===== src/assert_macros.svh =====
// Assertion macros shared by the RTL modules.
`ifndef ASSERT_MACROS_SVH
`define ASSERT_MACROS_SVH

// Implication checked every clock, held off while reset is asserted.
`define ASSERT_IMPL(label, ante, cons, msg) \
  label: assert property (@(posedge clk) disable iff (!rst_n) (ante) |-> (cons)) \
    else $error(msg);

// Next-cycle implication, held off while reset is asserted.
`define ASSERT_NEXT(label, ante, cons, msg) \
  label: assert property (@(posedge clk) disable iff (!rst_n) (ante) |=> (cons)) \
    else $error(msg);

`endif


===== src/tsm_pkg.sv =====
// Package with shared widths, codes and command types for the timestamp merge.
package tsm_pkg;
  localparam int NUM_SOURCES = 16;
  localparam int QUEUE_DEPTH = 16;
  localparam int SRC_W   = $clog2(NUM_SOURCES);
  localparam int PTR_W   = $clog2(QUEUE_DEPTH);
  localparam int CNT_W   = $clog2(QUEUE_DEPTH + 1);
  localparam int ADDR_W  = SRC_W + PTR_W;
  localparam int MEM_D   = NUM_SOURCES * QUEUE_DEPTH;
  localparam int TIME_W  = 64;
  localparam int TAG_W   = 32;
  localparam int FSRC_W  = 4;
  localparam int IN_W    = 104;
  localparam int OUT_W   = 104;

  localparam logic ACT_PUSH = 1'b0;
  localparam logic ACT_POP  = 1'b1;

  localparam logic [1:0] ST_OK    = 2'd0;
  localparam logic [1:0] ST_FULL  = 2'd1;
  localparam logic [1:0] ST_EARLY = 2'd2;
  localparam logic [1:0] ST_EMPTY = 2'd3;

  typedef struct packed {
    logic load;    // capture input item
    logic check;   // decide push status
    logic scan;    // step the minimum search one source
    logic commit;  // apply push or pop, issue memory access
    logic refill;  // capture popped item from memory read, start new head time refill
    logic emit;    // load output register
  } tsm_cmd_t;

  typedef struct packed {
    logic is_pop;
    logic scan_done;
    logic out_busy;
  } tsm_stat_t;
endpackage


===== src/tsm_ctrl.sv =====
// Controller FSM: capture, check or search, commit, refill, result.
module tsm_ctrl (
  input  logic              clk,
  input  logic              rst_n,
  input  logic              in_fire,
  input  tsm_pkg::tsm_stat_t stat,
  output tsm_pkg::tsm_cmd_t  cmd,
  output logic              idle
);
  import tsm_pkg::*;
  `include "assert_macros.svh"

  localparam logic [2:0] S_IDLE   = 3'd0;
  localparam logic [2:0] S_SCAN   = 3'd1;
  localparam logic [2:0] S_COMMIT = 3'd2;
  localparam logic [2:0] S_REFILL = 3'd3;
  localparam logic [2:0] S_EMIT   = 3'd4;

  logic [2:0] state_r, state_nxt;

  always_comb begin
    state_nxt = state_r;
    cmd = '0;
    idle = 1'b0;
    case (state_r)
      S_IDLE: begin
        idle = 1'b1;
        if (in_fire) begin
          cmd.load = 1'b1;
          state_nxt = S_SCAN;
        end
      end
      S_SCAN: begin
        if (!stat.is_pop) begin
          cmd.check = 1'b1;
          state_nxt = S_COMMIT;
        end else begin
          cmd.scan = 1'b1;
          if (stat.scan_done) state_nxt = S_COMMIT;
        end
      end
      S_COMMIT: begin
        cmd.commit = 1'b1;
        state_nxt = stat.is_pop ? S_REFILL : S_EMIT;
      end
      S_REFILL: begin
        cmd.refill = 1'b1;
        state_nxt = S_EMIT;
      end
      S_EMIT: begin
        if (!stat.out_busy) begin
          cmd.emit = 1'b1;
          state_nxt = S_IDLE;
        end
      end
      default: state_nxt = S_IDLE;
    endcase
  end

  always_ff @(posedge clk) begin
    if (!rst_n) state_r <= S_IDLE;
    else state_r <= state_nxt;
  end

  `ASSERT_IMPL(a_load_idle, cmd.load, state_r == S_IDLE, "load outside idle")
  `ASSERT_NEXT(a_commit_next, cmd.commit, state_r == S_REFILL || state_r == S_EMIT,
               "commit not followed by refill or emit")
  `ASSERT_NEXT(a_emit_idle, cmd.emit, state_r == S_IDLE, "emit not followed by idle")
endmodule


===== config.mk =====
export PLATFORM = sky130hd
export DESIGN_NAME = tsm_ctrl
export DESIGN_NICKNAME = d
export VERILOG_FILES = /design/src/tsm_pkg.sv /design/src/tsm_ctrl.sv
export VERILOG_INCLUDE_DIRS = /design/src /design/src/src
export SDC_FILE = /design/constraint.sdc
export NUM_CORES = 1
export LEC_CHECK = 0
export BUFFER_PORTS_ARGS = -buffer_cell sky130_fd_sc_hd__buf_2
export CORE_AREA = 3 3 40 42
export CTS_CLUSTER_DIAMETER = 100
export DETAILED_ROUTE_END_ITERATION = 12
export DIE_AREA = 0 0 43 45
export SYNTH_ARGS = -nofsm -noshare
export SYNTH_HDL_FRONTEND = slang
export SYNTH_SLANG_ARGS = --single-unit
export TNS_END_PERCENT = 50

===== constraint.sdc =====
create_clock -name clk -period 0.8 [get_ports clk]
set_input_delay 0 -clock clk [delete_from_list [all_inputs] [get_ports clk]]
set_output_delay 0 -clock clk [all_outputs]
set_load 0.01 [all_outputs]

==> summary.txt, run 1 <==
Setup path
  – Arrival @ worst endpoint: 1.07 ns
  – Kind of critical path: reg -> out
  – Worst-path fanout max: 8
  – Critical Path RT: 0.80 ns
  – Critical path endpoint category: output port
  – Crit start category: flip-flop
  – Reg2Reg Depth: 3

Die
  – I/O Pins: 13
  – Core area: 1280 µm²
  – Num rows: 13
  – Die width: 43 µm
  – Starting Density: 0.158
  – Die Ht: 45 µm
  – Die area: 1940 µm²

Placement
  – Placed Area: 327 µm²
  – Port bufs: 12
  – Final HPWL from detailed placement: 451 µm
  – RD Place Congestion: between 0.6 and 0.7

STA
  – Slew Limit Headroom: 0.882
  – Setup violators final: 10
  – Minimum clock period: roughly 1.1 ns
  – Worst slew pin tran: 0.176 ns
  – Fin crit share: 1.34
  – Fmax: approximately 930 MHz
  – Hold Vio Cnt, Final: 0
  – Fin Clk Skew: 0.00269 ns
  – RSZ-0062 raised after global routing: yes
  – Final WS setup: -0.270 ns
  – Fin. max-slew vios: 0

Final layout
  – Layout Cell Area excl Fill: 459 µm²
  – Max reg flops: 3
  – Fillers: 135
  – Top Registers: state_r x3
  – Layout cell share with drive strength beyond 1: 0.780
  – Final net count: 57
  – Final Core Density: 0.357
  – Area occupied by multi-input gates: 188 µm²
  – # diodes: 0
  – Area delta synth->final: 127%
  – Most flops, register: state_r
  – Register area: 71.3 µm²

Worst hold path
  – Worst hold stages: 3
  – Worst hold path class: in -> reg

Logic synthesis
  – Cell accounting for the most synthesized area: dfxtp_1
  – Sequential area share after synthesis: 0.296
  – #FFs+latches synth: 3
  – Cell Area, Synth: 203 µm²
  – Post-synthesis instance total: 26
  – Synth Net Count: 32
  – Area fraction of the dominant cell type after synthesis: 0.296
  – Unique masters post-synth: 18
  – Synth top area cells: dfxtp_1, nor3b_1, nand3_1
  – Synth warnings: 0
  – Syn avg cell area: 7.80 µm²

Routing
  – Routed len/inst: 11.2 µm
  – Vias per std cell: about 4.4
  – # DRC: 0
  – Vias: ~290
  – DR iter-0 viols: 3
  – Routed Antenna Nets: 0
  – Final WL: around 730 µm
  – DRT Pass-1 Iters: 4

Power and ir drop
  – P_leak: 0.212 nW
  – Peak supply drop: 0.407 mV
  – Pwr Density: roughly 1500 nW/µm²

Run status
  – Failing checks: negative setup slack
  – Run status: finished, violations left

Global routing
  – Antenna violations before repair: 0
  – First-pass GRT wire length: 1220 µm
  – Largest net degree at the start of global routing: 9
  – All-Layer GR Usage: 0.0923
  – Vias in the first global route: 300
  – Grt ovf: 0

CTS
  – CTS max path bufs: 2
  – Clock Latency Late Sink: 0.24 ns
  – Clock-pin transition on the worst setup and hold timing paths: roughly 0.040 ns
  – H-tree depth: 1
  – CTS buffer count: 3
  – TritonCTS clock tree: built
  – Clk sinks: 3
  – Root Buffer: clkbuf_4
  – Post-CTS Hold Buffers: 0

Job
  – MaxCap Viol Count: 0
-- cell usage in the layout (no fill, tap or decap), types with 2 or more instances in the layout --
cell type	Yosys	layout
dfxtp_4	0	3
and3_2	2	2
clkbuf_4	0	3
buf_6	0	4
nand3_1	3	2
buf_2	1	11
buf_4	0	6
-- timing repair --
item,CTS,global route
resized for setup,8,6
cloned,0,0
endpoints found under the setup margin,10,10
pin swaps,3,2
buffers inserted,5,1
-- kinds of logic (layout without fill, tap and decap cells) --
logic type      count (synthesis)  after routing  synth area share
compound gates                  4              4             0.154
simple gates                   16             16             0.488
flops                           3              3             0.296
buf+inv                         3             27            0.0617
-- metal layers --
metal / vias to the layer above / track usage / share of wire
li1: 143 / - / -
met1: 133 / 0.0745 / 0.35
met2: 9 / 0.174 / 0.55
met3: 2 / 0.0279 / 0.066
met4: 0 / 0.0904 / 0.030
met5: - / 0 / 0
-- worst max-delay path: stages (launching register included) --
cell	delay, ns
dfxtp_4	0.37
nor3b_4	0.18
nor2b_2	0.15
buf_2	0.13
-- synthesized netlist by cell type (all sizes together) --
cell type  n
nand2      1
dfxtp      3
nor3b      3
nor4       1
nor2       1
buf        1
nor3       1
nand4b     1
a221oi     1
a21oi      2
nor2b      1
and3       2
inv        2
nand3      3
a211o      1
nand2b     2
-- area by class of cell --
| cell class | instances | share of cell area |
|---|---|---|
| multi-input cells | 20 | 0.409 |
| repair buffers | 21 | 0.316 |
| flip-flops and latches | 3 | 0.155 |
| clock buffers | 4 | 0.0572 |
| well taps | 15 | 0.0409 |
| inverters | 2 | 0.0218 |
-- per-stage QoR --
stage | hold slack (ns) | setup TNS [ns] | total power [mW] | setup WS, ns | cells
2_1_floorplan | 0.0292 | -0.0548 | 0.275 | -0.0187 | 26
3_3_place_gp | 0.249 | -0.760 | 0.335 | -0.133 | 55
3_5_place_dp | 0.256 | -0.914 | 0.337 | -0.151 | 55
4_1_cts | 0.00253 | -2.05 | 0.672 | -0.267 | 64
5_1_grt | 0.00840 | -2.64 | 0.725 | -0.331 | 65
6_report | 0.00843 | -2.14 | 0.677 | -0.270 | 65
-- power by group --
part / leakage (nW) / internal [mW] / switching, mW
combinational: 0.170 / 0.121 / 0.0940
clock: 0.0150 / 0.188 / 0.0883
sequential: 0.0267 / 0.160 / 0.0254
total: 0.212 / 0.469 / 0.208
-- worst paths after layout --
| path | slack [ns] | endpoint | from |
|---|---|---|---|
| worst max-delay path | -0.27 | cmd[0] | state_r[1] |
| worst min-delay path | 0.008 | state_r[2] | stat[0] |
| worst max register to register | -0.19 | state_r[1] | state_r[1] |
| worst min register to register | 0.60 | state_r[2] | state_r[1] |
No activity file was read; power rests on OpenSTA's default activity.
==> inputs of run 2 (changes only) <==
- PLACE_DENSITY: not set -> 0.45
==> run 2 against run 1 <==
The run still ends with negative setup slack left; combinational power down 11%; first-iteration DRC count shrank 100%; fmax is 1.3% higher; critical endpoint is now cmd[4].
==> summary.txt, run 2 (synthesis gave the netlist of run 1 again) <==
Global routing
  – First-pass GRT wire length: 1150 µm
  – Vias in the first global route: 253
  – Antenna violations before repair: 0
  – Largest net degree at the start of global routing: 9
  – All-Layer GR Usage: 0.0823
  – Grt ovf: 0

Final layout
  – Layout cell share with drive strength beyond 1: 0.792
  – Final Core Density: 0.327
  – # diodes: 0
  – Layout Cell Area excl Fill: 420 µm²
  – Final net count: 55
  – Top Registers: state_r x3
  – Most frequent cells in the layout: buf_2, buf_4
  – Max reg flops: 3
  – Fillers: 143
  – Most common cell after layout, fill and taps aside: buf_2
  – Area delta synth->final: 107%
  – Most flops, register: state_r

Routing
  – # DRC: 0
  – DRT Pass-1 Iters: 1
  – Vias per std cell: 4.27
  – Vias: 269
  – Routed Antenna Nets: 0
  – Final WL: 680 µm
  – DR iter-0 viols: 0
  – Routed len/inst: 10.8 µm

Worst hold path
  – Worst hold stages: 3
  – Worst hold path class: in -> reg

STA
  – Hold Vio Cnt, Final: 0
  – Worst slew pin tran: 0.167 ns
  – RSZ-0062 raised after global routing: yes
  – Final WS setup: -0.257 ns
  – Fin Clk Skew: between 0.004 and 0.005 ns
  – Fin crit share: 1.32
  – Minimum clock period: between 1 and 1.5 ns
  – Setup violators final: 9
  – Fin. max-slew vios: 0
  – Fmax: approximately 950 MHz
  – Slew Limit Headroom: 0.888

Die
  – Die width: 43 µm
  – Core area: 1280 µm²
  – Die Ht: 45 µm
  – I/O Pins: 13
  – Starting Density: 0.158
  – Die area: 1940 µm²
  – Num rows: 13

CTS
  – CTS buffer count: 3
  – TritonCTS clock tree: built
  – Clock-pin transition on the worst setup and hold timing paths: approximately 0.04 ns
  – H-tree depth: 1
  – Root Buffer: clkbuf_4
  – CTS max path bufs: 2
  – Clk sinks: 3
  – Clock Latency Late Sink: roughly 0.23 ns

Setup path
  – Kind of critical path: reg -> out
  – Worst-path fanout max: 6
  – Critical Path RT: 0.80 ns
  – Reg-to-reg slack, setup: -0.15 ns
  – Reg2Reg Depth: 3
  – Critical path endpoint category: output port
  – Crit start category: flip-flop
  – Arrival @ worst endpoint: 1.06 ns

Power and ir drop
  – P_leak: 0.200 nW
  – Pwr Density: between 1500 and 2000 nW/µm²
  – Peak supply drop: 0.483 mV

Run status
  – Failing checks: negative setup slack
  – Run status: finished, violations left

Placement
  – Port bufs: 12
  – Placed Area: 334 µm²
  – RD Place Congestion: 0.647
  – Final HPWL from detailed placement: 449 µm

Job
  – MaxCap Viol Count: 0
run 2: changes by cell type in the layout (fill, tap and decap cells not counted), sizes merged:
cell  delta
buf      -2
run 2: stage by stage:
step / power, mW / hold slack [ns] / setup slack (ns) / instances / TNS (ns)
after floorplan: 0.275 / 0.0292 / -0.0187 / 26 / -0.0548
after global placement: 0.346 / 0.251 / -0.162 / 56 / -0.909
after detailed placement: 0.345 / 0.257 / -0.173 / 56 / -0.978
after CTS: 0.657 / 0.00738 / -0.279 / 63 / -1.98
after global routing: 0.696 / 0.0232 / -0.309 / 63 / -2.32
final: 0.646 / 0.0125 / -0.257 / 63 / -1.82
run 2: final timing paths:
path | from | endpoint
hold reg to reg | state_r[0] | state_r[0]
setup / recovery | state_r[0] | cmd[4]
setup reg to reg | state_r[1] | state_r[0]
hold / removal | stat[0] | state_r[2]
run 2: power breakdown:
| group | switching, mW | internal [mW] | leakage, nW |
|---|---|---|---|
| Sequential | 0.0249 | 0.160 | 0.0267 |
| Clock | 0.0821 | 0.187 | 0.0150 |
| Combinational | 0.0869 | 0.105 | 0.159 |
| Total | 0.194 | 0.452 | 0.200 |
run 2: critical path: stages (launching register included):
cell and delay [ns]:
dfxtp_4 0.38, inv_4 0.06, nor4_2 0.22, buf_2 0.16
run 2: timing repair:
action | in CTS | in global routing
setup buffers | 3 | 0
hold buffers | 0 | 0
gates resized for setup | 9 | 2
pin swaps | 5 | 2
setup endpoints to repair | 10 | 10
run 2: cell type report:
| class | instances | area, µm² | share of cell area |
|---|---|---|---|
| Timing Repair Buffer | 19 | 120 | 0.286 |
| Tap cell | 15 | 18.8 | 0.0446 |
| Multi-Input combinational cell | 20 | 174 | 0.414 |
| Clock buffer | 4 | 26.3 | 0.0625 |
| Inverter | 2 | 10.0 | 0.0238 |
| Sequential cell | 3 | 71.3 | 0.170 |
run 2: layer usage:
layer,share of wire,GRT usage,wire length [µm],vias up
li1,-,-,-,143
met1,0.37,0.0815,253,119
met3,0.076,0.0398,52,0
met5,0,0,0,-
met2,0.55,0.147,374,7
met4,0,0.0361,0,0
==> inputs of run 3 (changes only) <==
- HOLD_SLACK_MARGIN: not set -> 0.12
==> run 3 against run 2 <==
The run still ends with negative setup slack left; first-iteration DRC count is the same; sequential share of layout area decreased by 0.95 points; fmax shrank 0.19%; critical endpoint unchanged; highest routed layer unchanged.
==> summary.txt, run 3 (synthesis gave the netlist of run 1 again) <==
CTS
  – Root Buffer: clkbuf_4
  – H-tree depth: 1
  – CTS buffer count: 3
  – Post-CTS Hold Buffers: 2
  – Clock Latency Late Sink: 0.24 ns
  – TritonCTS clock tree: built
  – CTS max path bufs: 2
  – Clock-pin transition on the worst setup and hold timing paths: 0.04 ns
  – Clk sinks: 3

Global routing
  – First-pass GRT wire length: between 1000 and 1500 µm
  – GRT met1 Usage: 0.0913
  – All-Layer GR Usage: 0.0840
  – GR Util met2: 0.144
  – Global route hottest layer: met2
  – Grt ovf: 0
  – Grt met3 use: 0.0359
  – Largest net degree at the start of global routing: 9
  – Antenna violations before repair: 0
  – Vias in the first global route: 259

Final layout
  – # diodes: 0
  – Most common cell after layout, fill and taps aside: buf_2
  – Area delta synth->final: 120%
  – Most flops, register: state_r
  – Non-Filler Instances: 65
  – Top Registers: state_r x3
  – Final net count: 57
  – Fillers: 138
  – Max reg flops: 3
  – Most frequent cells in the layout: buf_2, buf_4
  – Layout Cell Area excl Fill: roughly 450 µm²
  – Layout cell share with drive strength beyond 1: 0.780

Worst hold path
  – Hold path startpoint: stat[1]
  – Hold endpoint: state_r[0]
  – Worst hold path class: in -> reg
  – Worst hold stages: 4

Routing
  – Vias per std cell: 4.29
  – DRT Pass-1 Iters: 1
  – Routed len/inst: 10.7 µm
  – Final WL: 696 µm
  – Routed Antenna Nets: 0
  – # DRC: 0
  – DR iter-0 viols: 0
  – Vias: 279

STA
  – RSZ-0062 raised after global routing: yes
  – Fin crit share: 1.32
  – Slew Limit Headroom: 0.888
  – Final WS setup: -0.259 ns
  – Fin Clk Skew: about 0.0065 ns
  – Setup violators final: 9
  – Fin. max-slew vios: 0
  – Fmax: approximately 940 MHz
  – Hold Vio Cnt, Final: 0
  – Minimum clock period: 1.06 ns
  – Worst slew pin tran: 0.167 ns

Setup path
  – Arrival @ worst endpoint: ~1.1 ns
  – Reg2reg start: state_r[1]
  – Critical Path RT: 0.80 ns
  – Reg2Reg Depth: 3
  – Critical R2R Capture: state_r[0]
  – Worst-path fanout max: 6
  – Critical path endpoint category: output port
  – Reg-to-reg slack, setup: -0.15 ns
  – Crit start category: flip-flop
  – Kind of critical path: reg -> out

Placement
  – RD Place Congestion: 0.647
  – Final HPWL from detailed placement: 449 µm
  – Post-placement cell count: 56
  – Port bufs: 12
  – Setup WS pre-CTS: -0.173 ns
  – Placed Area: about 330 µm²

Die
  – I/O Pins: 13
  – Num rows: 13
  – Core area: 1280 µm²
  – Die Ht: 45 µm
  – Die width: approximately 43 µm
  – Die area: between 1500 and 2000 µm²
  – Starting Density: 0.158

Run status
  – Run status: finished, violations left
  – Failing checks: negative setup slack

Power and ir drop
  – Design Power: 660 µW
  – P_leak: 0.210 nW
  – Peak supply drop: 0.484 mV
  – Pwr Density: 1480 nW/µm²

Job
  – MaxCap Viol Count: 0
## run 3: cell count changes in the layout (fill, tap and decap cells not counted), sizes merged
cell,delta
dlygate4sd3,+2
## run 3: layout make-up
cell class	instances	area, µm²	area share
timing repair buffer	21	140	0.315
tap	15	18.8	0.0421
inverter	2	10.0	0.0225
multi-input combinational	20	179	0.402
sequential	3	71.3	0.160
clock buffer	4	26.3	0.0590
## run 3: through the flow
step	setup TNS, ns	hold slack, ns	util
global placement	-0.909	0.251	0.260
global route	-2.33	0.102	0.347
detailed placement	-0.978	0.257	0.260
finish	-1.81	0.0780	0.347
floorplan	-0.0548	0.0292	-
CTS	-1.98	0.0585	0.336
## run 3: power by group
part           internal (mW)  leakage [nW]  total [mW]  switching [mW]
combinational          0.113         0.169       0.203          0.0892
sequential             0.160        0.0267       0.186          0.0254
clock                  0.187        0.0150       0.272          0.0848
## run 3: how the worst max path moves through the flow
| stage | start | endpoint | slack [ns] | cells past startpoint |
|---|---|---|---|---|
| 6_report | state_r[0] | cmd[4] | -0.26 | 3 |
| 5_1_grt | state_r[1] | cmd[0] | -0.31 | 3 |
| 4_1_cts | state_r[0] | cmd[0] | -0.28 | 3 |
| 3_5_place_dp | state_r[1] | cmd[3] | -0.17 | 3 |
| 3_3_place_gp | state_r[1] | cmd[3] | -0.16 | 3 |
| 2_1_floorplan | state_r[0] | state_r[1] | -0.02 | 3 |
## run 3: worst max-delay path, stage by stage (launching register included)
cell     delay, ns
dfxtp_4       0.38
inv_4         0.06
nor4_2        0.22
buf_2         0.16
## run 3: routing by layer
layer  wire (µm)  up-vias  part of all wire
met5           0        -                 0
met4           0        0                 0
met3          44        0             0.063
met2         368        7              0.53
met1         283      126              0.41
li1            -      146                 -
## run 3: timing repair
item,in CTS,in global routing
resized for setup,9,3
pin swaps,5,2
hold endpoints to repair,3,1
cloned,0,0
setup endpoints to repair,10,10
buffers inserted,3,0
